==> config.mk <==
export PLATFORM = sky130hd
export DESIGN_NAME = init_record_text_parser
export DESIGN_NICKNAME = d
export VERILOG_FILES = /design/src/rtl/irtp_pkg.sv /design/src/rtl/init_record_text_parser.sv /design/src/rtl/irtp_front.sv /design/src/rtl/irtp_back.sv /design/src/rtl/irtp_outq.sv
export SDC_FILE = /design/constraint.sdc
export NUM_CORES = 1
export LEC_CHECK = 0
export BUFFER_PORTS_ARGS = -buffer_cell sky130_fd_sc_hd__buf_2
export CAP_MARGIN = 5
export CORE_MARGIN = 1
export CORE_UTILIZATION = 30
export DETAILED_ROUTE_END_ITERATION = 8
export PLACE_DENSITY = 0.48
export SETUP_SLACK_MARGIN = 0.4
export SLEW_MARGIN = 5
export SYNTH_ARGS = -nofsm -noshare
export SYNTH_HDL_FRONTEND = slang
export SYNTH_SLANG_ARGS = --single-unit
==> constraint.sdc <==
create_clock -name clk_i -period 8.4 [get_ports clk_i]
set_clock_uncertainty 0.15 [all_clocks]
set_input_delay 0.84 -clock clk_i [delete_from_list [all_inputs] [get_ports clk_i]]
set_output_delay 0.84 -clock clk_i [all_outputs]
set_load 0.005 [all_outputs]
==> src/rtl/irtp_pkg.sv <==
// shared types, constants and the character classifier for the init record text parser
// no dependencies
package irtp_pkg;

  localparam int MaxRecords   = 64;
  localparam int MaxDataBytes = 128;

  localparam int ValCntMax = MaxDataBytes + 3;
  localparam int ValCntW   = $clog2(ValCntMax + 1);
  localparam int RecCntW   = $clog2(MaxRecords + 1);

  localparam int InQDepth = 2;
  localparam int InQAw    = $clog2(InQDepth);
  localparam int InQCntW  = $clog2(InQDepth + 1);

  localparam int OutQDepth = 4;
  localparam int OutQAw    = $clog2(OutQDepth);
  localparam int OutQCntW  = $clog2(OutQDepth + 1);

  localparam logic [7:0] CharNul   = 8'h00;
  localparam logic [7:0] CharTab   = 8'h09;
  localparam logic [7:0] CharNl    = 8'h0a;
  localparam logic [7:0] CharVt    = 8'h0b;
  localparam logic [7:0] CharFf    = 8'h0c;
  localparam logic [7:0] CharCr    = 8'h0d;
  localparam logic [7:0] CharSp    = 8'h20;
  localparam logic [7:0] CharComma = 8'h2c;
  localparam logic [7:0] CharZero  = 8'h30;
  localparam logic [7:0] CharNine  = 8'h39;
  localparam logic [7:0] CharUpA   = 8'h41;
  localparam logic [7:0] CharUpF   = 8'h46;
  localparam logic [7:0] CharUpX   = 8'h58;
  localparam logic [7:0] CharLoA   = 8'h61;
  localparam logic [7:0] CharLoF   = 8'h66;
  localparam logic [7:0] CharLoX   = 8'h78;
  localparam logic [7:0] CharOpen  = 8'h7b;
  localparam logic [7:0] CharClose = 8'h7d;

  typedef enum logic [2:0] {
    KindDelay  = 3'd0,
    KindCmd    = 3'd1,
    KindData   = 3'd2,
    KindOk     = 3'd3,
    KindSyntax = 3'd4,
    KindFew    = 3'd5,
    KindFull   = 3'd6,
    KindMany   = 3'd7
  } kind_e;

  typedef struct packed {
    logic       first;
    logic       nul;
    logic       space;
    logic       newline;
    logic       comma;
    logic       open;
    logic       close;
    logic       xchar;
    logic       zero;
    logic       dec;
    logic       hex;
    logic [3:0] digit;
  } char_t;

  typedef struct packed {
    kind_e       kind;
    logic [31:0] value;
    logic [6:0]  data_index;
    logic [5:0]  record_slot;
    logic        last;
  } result_t;

  function automatic char_t classify(input logic [7:0] c, input logic first);
    char_t r;
    logic  lo_hex;
    logic  up_hex;
    r       = '0;
    r.first = first;
    r.nul   = (c == CharNul);
    r.space = (c == CharSp) || (c == CharTab) || (c == CharNl) || (c == CharVt) ||
              (c == CharFf) || (c == CharCr);
    r.newline = (c == CharNl);
    r.comma = (c == CharComma);
    r.open  = (c == CharOpen);
    r.close = (c == CharClose);
    r.xchar = (c == CharLoX) || (c == CharUpX);
    r.zero  = (c == CharZero);
    r.dec   = (c >= CharZero) && (c <= CharNine);
    lo_hex  = (c >= CharLoA) && (c <= CharLoF);
    up_hex  = (c >= CharUpA) && (c <= CharUpF);
    r.hex   = r.dec || lo_hex || up_hex;
    r.digit = r.dec ? c[3:0] : c[3:0] + 4'd9;
    return r;
  endfunction

endpackage

==> src/rtl/init_record_text_parser.sv <==
// init record text parser: one text byte per cycle in, up to two results per byte out
// a byte is written to the input queue, then its results to the result queue
// throughput: one byte per cycle while the result queue has room for two results
// results drain one per cycle while pop is high; the parser waits while more than two results are queued
// reset: asynchronous, clears queues and parser state to seeking an open brace
// depends on irtp_pkg, irtp_front, irtp_back, irtp_outq
module init_record_text_parser (
  input  logic        clk_i,
  input  logic        rst_ni,
  input  logic        push,
  output logic        full,
  input  logic [7:0]  text_byte_i,
  input  logic        first_byte_i,
  output logic        empty,
  input  logic        pop,
  output logic [2:0]  kind_o,
  output logic [31:0] value_o,
  output logic [6:0]  data_index_o,
  output logic [5:0]  record_slot_o,
  output logic        last_o
);

  irtp_pkg::char_t   item;
  irtp_pkg::result_t res0, res1, head;
  logic              item_valid, take, room;
  logic [1:0]        res_n;
  logic [irtp_pkg::OutQCntW-1:0] oq_count;

  irtp_front u_front (
    .clk_i        (clk_i),
    .rst_ni       (rst_ni),
    .push_i       (push),
    .text_byte_i  (text_byte_i),
    .first_byte_i (first_byte_i),
    .full         (full),
    .valid_o      (item_valid),
    .item_o       (item),
    .take_i       (take)
  );

  irtp_back u_back (
    .clk_i   (clk_i),
    .rst_ni  (rst_ni),
    .valid_i (item_valid),
    .item_i  (item),
    .take_o  (take),
    .room_i  (room),
    .res_n_o (res_n),
    .res0_o  (res0),
    .res1_o  (res1)
  );

  irtp_outq u_outq (
    .clk_i   (clk_i),
    .rst_ni  (rst_ni),
    .wr_n_i  (res_n),
    .wr0_i   (res0),
    .wr1_i   (res1),
    .pop_i   (pop),
    .empty   (empty),
    .head_o  (head),
    .room_o  (room),
    .count_o (oq_count)
  );

  assign kind_o        = head.kind;
  assign value_o       = head.value;
  assign data_index_o  = head.data_index;
  assign record_slot_o = head.record_slot;
  assign last_o        = head.last;

  a_room_on_take: assert property (@(posedge clk_i) disable iff (!rst_ni)
    take |-> oq_count <= irtp_pkg::OutQCntW'(irtp_pkg::OutQDepth - 2))
    else $error("parser advanced without room for two results");

  a_no_overflow: assert property (@(posedge clk_i) disable iff (!rst_ni)
    oq_count <= irtp_pkg::OutQCntW'(irtp_pkg::OutQDepth))
    else $error("result queue overflow");

  a_pair_kept: assert property (@(posedge clk_i) disable iff (!rst_ni)
    (!empty && !last_o) |-> oq_count >= irtp_pkg::OutQCntW'(2))
    else $error("non-final result without its follower queued");

endmodule

==> src/rtl/irtp_front.sv <==
// front end: classifies incoming text bytes and buffers them in a short queue
// depends on irtp_pkg
module irtp_front (
  input  logic            clk_i,
  input  logic            rst_ni,
  input  logic            push_i,
  input  logic [7:0]      text_byte_i,
  input  logic            first_byte_i,
  output logic            full,
  output logic            valid_o,
  output irtp_pkg::char_t item_o,
  input  logic            take_i
);

  irtp_pkg::char_t mem_q [irtp_pkg::InQDepth];
  logic [irtp_pkg::InQAw-1:0]   wp_q, rp_q;
  logic [irtp_pkg::InQCntW-1:0] cnt_q, cnt_d;
  logic wr, rd;

  assign full    = (cnt_q == irtp_pkg::InQCntW'(irtp_pkg::InQDepth));
  assign valid_o = (cnt_q != '0);
  assign item_o  = mem_q[rp_q];
  assign wr      = push_i && !full;
  assign rd      = take_i && valid_o;

  always_comb begin
    cnt_d = cnt_q;
    if (wr && !rd) begin
      cnt_d = cnt_q + 1'b1;
    end else if (rd && !wr) begin
      cnt_d = cnt_q - 1'b1;
    end
  end

  always_ff @(posedge clk_i or negedge rst_ni) begin
    if (!rst_ni) begin
      wp_q  <= '0;
      rp_q  <= '0;
      cnt_q <= '0;
    end else begin
      cnt_q <= cnt_d;
      if (wr) begin
        wp_q <= wp_q + 1'b1;
      end
      if (rd) begin
        rp_q <= rp_q + 1'b1;
      end
    end
  end

  always_ff @(posedge clk_i) begin
    if (wr) begin
      mem_q[wp_q] <= irtp_pkg::classify(text_byte_i, first_byte_i);
    end
  end

endmodule

==> src/rtl/irtp_back.sv <==
// back end: record parser state machine, produces up to two results per character
// depends on irtp_pkg
module irtp_back (
  input  logic              clk_i,
  input  logic              rst_ni,
  input  logic              valid_i,
  input  irtp_pkg::char_t   item_i,
  output logic              take_o,
  input  logic              room_i,
  output logic [1:0]        res_n_o,
  output irtp_pkg::result_t res0_o,
  output irtp_pkg::result_t res1_o
);

  typedef enum logic [2:0] {
    ModeSeek,
    ModeOpen,
    ModeDigits,
    ModeZero,
    ModePfx,
    ModeSkip,
    ModeEnd
  } mode_e;

  mode_e                        mode_q, mode_d, mode;
  logic [31:0]                  acc_q, acc_d, acc;
  logic [irtp_pkg::ValCntW-1:0] vc_q, vc_d, vc, vc_inc, cvc, data_off;
  logic [irtp_pkg::RecCntW-1:0] rc_q, rc_d, rc;
  logic                         hexm_q, hexm_d, hexm;

  logic            emit_val, emit_stat, fin_emit;
  irtp_pkg::kind_e val_kind, stat_kind, close_kind;
  logic [31:0]     val_value;
  logic [6:0]      val_idx;
  logic            close_ok;
  logic            delim;
  logic [31:0]     acc_dec, acc_hex;
  irtp_pkg::result_t rv, rs;

  assign take_o = valid_i && room_i;

  always_comb begin
    mode = item_i.first ? ModeSeek : mode_q;
    acc  = item_i.first ? '0 : acc_q;
    vc   = item_i.first ? '0 : vc_q;
    rc   = item_i.first ? '0 : rc_q;
    hexm = item_i.first ? 1'b0 : hexm_q;

    delim   = item_i.space || item_i.comma || item_i.close;
    acc_dec = {acc[28:0], 3'b000} + {acc[30:0], 1'b0} + {28'd0, item_i.digit};
    acc_hex = {acc[27:0], item_i.digit};

    // value count after a number ends
    vc_inc   = (vc < irtp_pkg::ValCntW'(irtp_pkg::ValCntMax)) ? vc + 1'b1 : vc;
    data_off = vc_inc - irtp_pkg::ValCntW'(3);
    val_value = {24'd0, acc[7:0]};
    val_idx   = '0;
    fin_emit  = 1'b1;
    if (vc_inc == irtp_pkg::ValCntW'(1)) begin
      val_kind  = irtp_pkg::KindDelay;
      val_value = acc;
    end else if (vc_inc == irtp_pkg::ValCntW'(2)) begin
      val_kind = irtp_pkg::KindCmd;
    end else begin
      val_kind = irtp_pkg::KindData;
      val_idx  = 7'(data_off);
      fin_emit = (data_off < irtp_pkg::ValCntW'(irtp_pkg::MaxDataBytes));
    end

    // closing brace status
    cvc      = (mode == ModeOpen) ? vc : vc_inc;
    close_ok = 1'b0;
    if (cvc < irtp_pkg::ValCntW'(2)) begin
      close_kind = irtp_pkg::KindFew;
    end else if (cvc > irtp_pkg::ValCntW'(irtp_pkg::MaxDataBytes + 2)) begin
      close_kind = irtp_pkg::KindMany;
    end else if (rc >= irtp_pkg::RecCntW'(irtp_pkg::MaxRecords)) begin
      close_kind = irtp_pkg::KindFull;
    end else begin
      close_kind = irtp_pkg::KindOk;
      close_ok   = 1'b1;
    end

    mode_d    = mode;
    acc_d     = acc;
    vc_d      = vc;
    rc_d      = rc;
    hexm_d    = hexm;
    emit_val  = 1'b0;
    emit_stat = 1'b0;
    stat_kind = irtp_pkg::KindSyntax;

    case (mode)
      ModeSeek: begin
        if (item_i.nul) begin
          mode_d = ModeEnd;
        end else if (item_i.space) begin
          mode_d = ModeSeek;
        end else if (item_i.open) begin
          mode_d = ModeOpen;
          vc_d   = '0;
          hexm_d = 1'b0;
        end else begin
          emit_stat = 1'b1;
          mode_d    = ModeSkip;
        end
      end
      ModeOpen: begin
        if (item_i.space || item_i.comma) begin
          mode_d = ModeOpen;
        end else if (item_i.close) begin
          emit_stat = 1'b1;
          stat_kind = close_kind;
          mode_d    = ModeSkip;
          if (close_ok) begin
            rc_d = rc + 1'b1;
          end
        end else if (item_i.zero) begin
          mode_d = ModeZero;
          acc_d  = '0;
        end else if (item_i.dec) begin
          mode_d = ModeDigits;
          hexm_d = 1'b0;
          acc_d  = {28'd0, item_i.digit};
        end else begin
          emit_stat = 1'b1;
          mode_d    = item_i.nul ? ModeEnd : ModeSkip;
        end
      end
      ModeZero, ModeDigits: begin
        if (mode == ModeZero && item_i.xchar) begin
          mode_d = ModePfx;
        end else if (mode == ModeZero && item_i.dec) begin
          mode_d = ModeDigits;
          hexm_d = 1'b0;
          acc_d  = {28'd0, item_i.digit};
        end else if (mode == ModeDigits && hexm && item_i.hex) begin
          acc_d = acc_hex;
        end else if (mode == ModeDigits && !hexm && item_i.dec) begin
          acc_d = acc_dec;
        end else if (delim) begin
          vc_d     = vc_inc;
          emit_val = fin_emit;
          mode_d   = ModeOpen;
          hexm_d   = 1'b0;
          if (item_i.close) begin
            emit_stat = 1'b1;
            stat_kind = close_kind;
            mode_d    = ModeSkip;
            if (close_ok) begin
              rc_d = rc + 1'b1;
            end
          end
        end else begin
          emit_stat = 1'b1;
          mode_d    = item_i.nul ? ModeEnd : ModeSkip;
        end
      end
      ModePfx: begin
        if (item_i.hex) begin
          mode_d = ModeDigits;
          hexm_d = 1'b1;
          acc_d  = {28'd0, item_i.digit};
        end else begin
          emit_stat = 1'b1;
          mode_d    = item_i.nul ? ModeEnd : ModeSkip;
        end
      end
      ModeSkip: begin
        if (item_i.nul) begin
          mode_d = ModeEnd;
        end else if (item_i.newline) begin
          mode_d = ModeSeek;
        end
      end
      default: begin
        mode_d = ModeEnd;
      end
    endcase

    rv.kind        = val_kind;
    rv.value       = val_value;
    rv.data_index  = val_idx;
    rv.record_slot = 6'(rc);
    rv.last        = !emit_stat;
    rs.kind        = stat_kind;
    rs.value       = '0;
    rs.data_index  = '0;
    rs.record_slot = 6'(rc);
    rs.last        = 1'b1;

    res0_o  = emit_val ? rv : rs;
    res1_o  = rs;
    res_n_o = {1'b0, emit_val} + {1'b0, emit_stat};
    if (!take_o) begin
      res_n_o = 2'd0;
    end
  end

  always_ff @(posedge clk_i or negedge rst_ni) begin
    if (!rst_ni) begin
      mode_q <= ModeSeek;
      acc_q  <= '0;
      vc_q   <= '0;
      rc_q   <= '0;
      hexm_q <= 1'b0;
    end else if (take_o) begin
      mode_q <= mode_d;
      acc_q  <= acc_d;
      vc_q   <= vc_d;
      rc_q   <= rc_d;
      hexm_q <= hexm_d;
    end
  end

endmodule

==> src/rtl/irtp_outq.sv <==
// result queue: takes up to two results per cycle, hands out one per cycle while popped
// depends on irtp_pkg
module irtp_outq (
  input  logic                            clk_i,
  input  logic                            rst_ni,
  input  logic [1:0]                      wr_n_i,
  input  irtp_pkg::result_t               wr0_i,
  input  irtp_pkg::result_t               wr1_i,
  input  logic                            pop_i,
  output logic                            empty,
  output irtp_pkg::result_t               head_o,
  output logic                            room_o,
  output logic [irtp_pkg::OutQCntW-1:0]   count_o
);

  irtp_pkg::result_t mem_q [irtp_pkg::OutQDepth];
  logic [irtp_pkg::OutQAw-1:0]   wp_q, rp_q, wp1;
  logic [irtp_pkg::OutQCntW-1:0] cnt_q;
  logic rd;

  assign empty   = (cnt_q == '0);
  assign head_o  = mem_q[rp_q];
  assign room_o  = (cnt_q <= irtp_pkg::OutQCntW'(irtp_pkg::OutQDepth - 2));
  assign count_o = cnt_q;
  assign rd      = pop_i && !empty;
  assign wp1     = wp_q + 1'b1;

  always_ff @(posedge clk_i or negedge rst_ni) begin
    if (!rst_ni) begin
      wp_q  <= '0;
      rp_q  <= '0;
      cnt_q <= '0;
    end else begin
      wp_q  <= wp_q + irtp_pkg::OutQAw'(wr_n_i);
      cnt_q <= cnt_q + irtp_pkg::OutQCntW'(wr_n_i) - irtp_pkg::OutQCntW'(rd);
      if (rd) begin
        rp_q <= rp_q + 1'b1;
      end
    end
  end

  always_ff @(posedge clk_i) begin
    if (wr_n_i != 2'd0) begin
      mem_q[wp_q] <= wr0_i;
    end
    if (wr_n_i == 2'd2) begin
      mem_q[wp1] <= wr1_i;
    end
  end

endmodule

==> run_results.csv <==
group,metric,value,unit
pwr,ir_drop,0.000125,V
die,die_x,228,µm
logic_synthesis,syn_area,15400,µm²
timing,setup_viol,0,
logic_synthesis,synth_edf_count,66,
route,vias,12400,
critical_path,crit_path_frequent_cell,"ha_1",
clocking,clk_latency,0.55,ns
critical_path,critPathLaunch,"u_front.rp_q$_DFFE_PN0P_",
critical_path,critPathRequiredTime,8.44,ns
timing,maxSlewViolCount,0,
critical_path,crit_buf_inv,2,
global_route,grt_usage,0.168,
timing,slew_headroom,0.133,
logic_synthesis,seq_area_frac_synth,0.438,
logic_synthesis,postSynth.asyncResetShare,0.215,
global_route,grt_max_degree,64,
placement,dpl-instance-area,16300,µm²
final_layout,diodes,0,
status,outcome,"finished, final reports clean",
global_route,antenna_found_initial,0,
final_layout,layout_commonest_cell,"nand2_1",
logic_synthesis,synth_simple_gate_area_frac,0.158,
worst_hold_path,hold_path.class,"in2async",
logic_synthesis,synth_top_family_by_area,"compound AO/OA/AOI/OAI gates",
job,maxCapViolations,0,
logic_synthesis,synth_xor_xnor_area_share,0.0273,
route,drc,0,
clocking,post_cts_buffers,0,
route,via_per_inst,5.23,
pwr,switchingPower,1.69,mW
timing,fmax,0.169,GHz
final_layout,area_delta_synth_final,13.0,%
clocking,holdBufCountCts,0,
final_layout,final_util,0.345,
logic_synthesis,syn_nets,1738,
logic_synthesis,avgSynthCellArea,9.34,µm²
die,die_h,228,µm
timing,period_minus_slack,5.92,ns
pwr,leakage,7.05,nW
pwr,seqPwrFrac,0.371,
final_layout,fin_area,17400,µm²
clocking,tritoncts,"done",
final_layout,mostFrequentLayoutCells,"nand2_1, dfxtp_1, o21ai_0",
route,drtIter0Drc,770,
logic_synthesis,synth-main-ff-cell,"dfxtp_1",
route,drtAntennaViolNets,0,
critical_path,worstSetupPathType,"reg2reg",
pwr,clkPwrFrac,0.316,
critical_path,critPathTopFamily,"simple AND/OR/NAND/NOR gates",
pwr,power-per-cell-area,262,nW/µm²
route,wirelength,43400,µm
pwr,p_int,2.87,mW
logic_synthesis,synth-seq-cells,288,
logic_synthesis,synthAdderAreaFrac,0.0641,
logic_synthesis,synth_warnings,0,
timing,setup_tns,0,ns
timing,hold_viol_final,0,
placement,dp_cells,2303,
timing,rsz0062_at_grt,"no",
clocking,numClockSinks,288,
clocking,cts-htree-levels,2,
global_route,grt_overflow,0,
die,dieArea,52200,µm²
critical_path,crit_fanout,40,
timing,finalWorstSetupSlack,2.48,ns
critical_path,start_kind,"register",
critical_path,critical_path_arrival,5.96,ns
final_layout,fin_cells,2364,
clocking,root_buffer,"clkbuf_16",
die,num_rows,82,
critical_path,slowest_stage,"nor2_4",
timing,worst_slew_pin_slew,1.30,ns
route,drtPass1Iterations,7,
final_layout,final_nets,1757,
placement,place_ws,2.47,ns
logic_synthesis,synthMuxAreaShare,0.0883,
die,core,50400,µm²
global_route,grt_pass1_wl,69800,µm
critical_path,r2r-start,"u_front.rp_q$_DFFE_PN0P_",
pwr,p_comb_frac,0.312,
global_route,first_global_vias,12200,
logic_synthesis,synth_cell_types,83,
placement,io_buffers,63,
timing,min_period_over_period,0.705,
critical_path,cp-end-kind,"register",
logic_synthesis,synth_compound_area_frac,0.186,
die,pin_count,64,
critical_path,crit_chain,"mux2i_4, and2_1, ha_1, or3_1, o21a_1, xnor2_1, nor2_1, inv_1, ha_1, nor3_1, a31oi_4, ha_1, o21ai_0, nor2_1, nor2_4, inv_1",
route,routedWlPerCell,18.3,µm
final_layout,layout-drive-gt1-share,0.133,
die,initial_core_util,0.305,
placement,hpwl,29900,µm
clocking,cts-buffers-inserted,34,
placement,gp_congestion,0.839,
critical_path,crit_path_max_incr_delay,0.86,ns
logic_synthesis,syn_inst,1648,
clocking,clock_path_buffers,3,
pwr,swShare,0.370,
clocking,clk_pin_slew,0.06,ns
clocking,post_cts_resized,0,
cell type report:
class / count / area (µm²)
clock inverter: 16 / 155
inverter: 60 / 225
tap: 672 / 841
multi-input combinational: 1206 / 8060
fill: 5157 / 33000
timing repair buffer: 77 / 423
clock buffer: 45 / 943
sequential: 288 / 6740
synthesized netlist by cell type, drive strengths merged (11+ instances only):
| master | count | area share |
|---|---|---|
| a21oi | 73 | 0.024 |
| dfrtp | 62 | 0.10 |
| nand2b | 15 | 0.0061 |
| a22oi | 14 | 0.0068 |
| xnor2 | 28 | 0.016 |
| buf | 26 | 0.0079 |
| inv | 60 | 0.015 |
| clkbuf | 68 | 0.017 |
| nand2 | 293 | 0.072 |
| dfxtp | 160 | 0.21 |
| a21o | 16 | 0.0078 |
| o21ai | 249 | 0.081 |
| nand3 | 27 | 0.0088 |
| mux4 | 49 | 0.072 |
| a31oi | 12 | 0.0059 |
| and2 | 13 | 0.0053 |
| nor2 | 98 | 0.024 |
| o211ai | 11 | 0.0054 |
| ha | 74 | 0.060 |
| xor2 | 20 | 0.011 |
| nor3 | 23 | 0.0092 |
| mux2 | 14 | 0.010 |
| edfxtp | 66 | 0.13 |
logic make-up (layout without fill, tap and decap cells):
logic type                 count (synthesis)  after routing
and+or+nand+nor                          536            536
AOI/OAI and AO/OA                        473            473
DFF                                      288            288
buffers and inverters                    154            198
adders and majority gates                 77             77
muxes                                     72             72
xor gates and xnor gates                  48             48
per-stage QoR:
step	total power, mW	hold slack [ns]
floorplan	2.72	0.270
global placement	3.15	0.279
detailed placement	3.16	0.288
CTS	4.62	0.296
global route	4.84	0.311
finish	4.56	0.266
final timing paths:
check / end / slack, ns / cells past startpoint
setup / recovery: u_outq.mem_q[3][4]$_DFFE_PP_ / 2.48 / 16
hold / removal: u_front.wp_q$_DFFE_PN0P_ / 0.27 / 1
setup reg to reg: u_outq.mem_q[3][4]$_DFFE_PP_ / 2.48 / 16
hold reg to reg: u_outq.mem_q[2][32]$_SDFFE_PP0N_ / 0.29 / 2
max in group asynchronous: u_outq.rp_q[0]$_DFFE_PN0P_ / 7.13 / 1
min in group clk_i: u_outq.mem_q[2][32]$_SDFFE_PP0N_ / 0.29 / 2
flip-flops by register name, indices dropped and copies added (netlist names):
register / count
u_back.acc_q: 32
u_back.hexm_q: 1
u_back.mode_q: 3
u_back.rc_q: 7
u_back.vc_q: 8
u_front.cnt_q: 2
u_front.mem_q: 30
u_front.rp_q: 1
u_front.wp_q: 1
u_outq.count_o: 3
u_outq.mem_q: 196
u_outq.rp_q: 2
u_outq.wp_q: 2
power by group through the flow:
stage                     combinational [mW]  clock, mW  sequential [mW]
after floorplan                         1.10          0             1.62
after global placement                  1.43          0             1.72
final                                   1.43       1.44             1.69
after CTS                               1.44       1.48             1.70
after detailed placement                1.43          0             1.72
after global routing                    1.58       1.54             1.72
metal layers:
metal / part of all wire / up-vias / wire length, µm / global-route usage
li1: - / 6007 / - / -
met5: 0 / - / 0 / 0
met2: 0.46 / 277 / 20000 / 0.270
met4: 0.019 / 0 / 826 / 0.0443
met3: 0.040 / 58 / 1740 / 0.0277
met1: 0.48 / 6025 / 20800 / 0.232
Note: power is estimated with default switching activity, not from simulation.
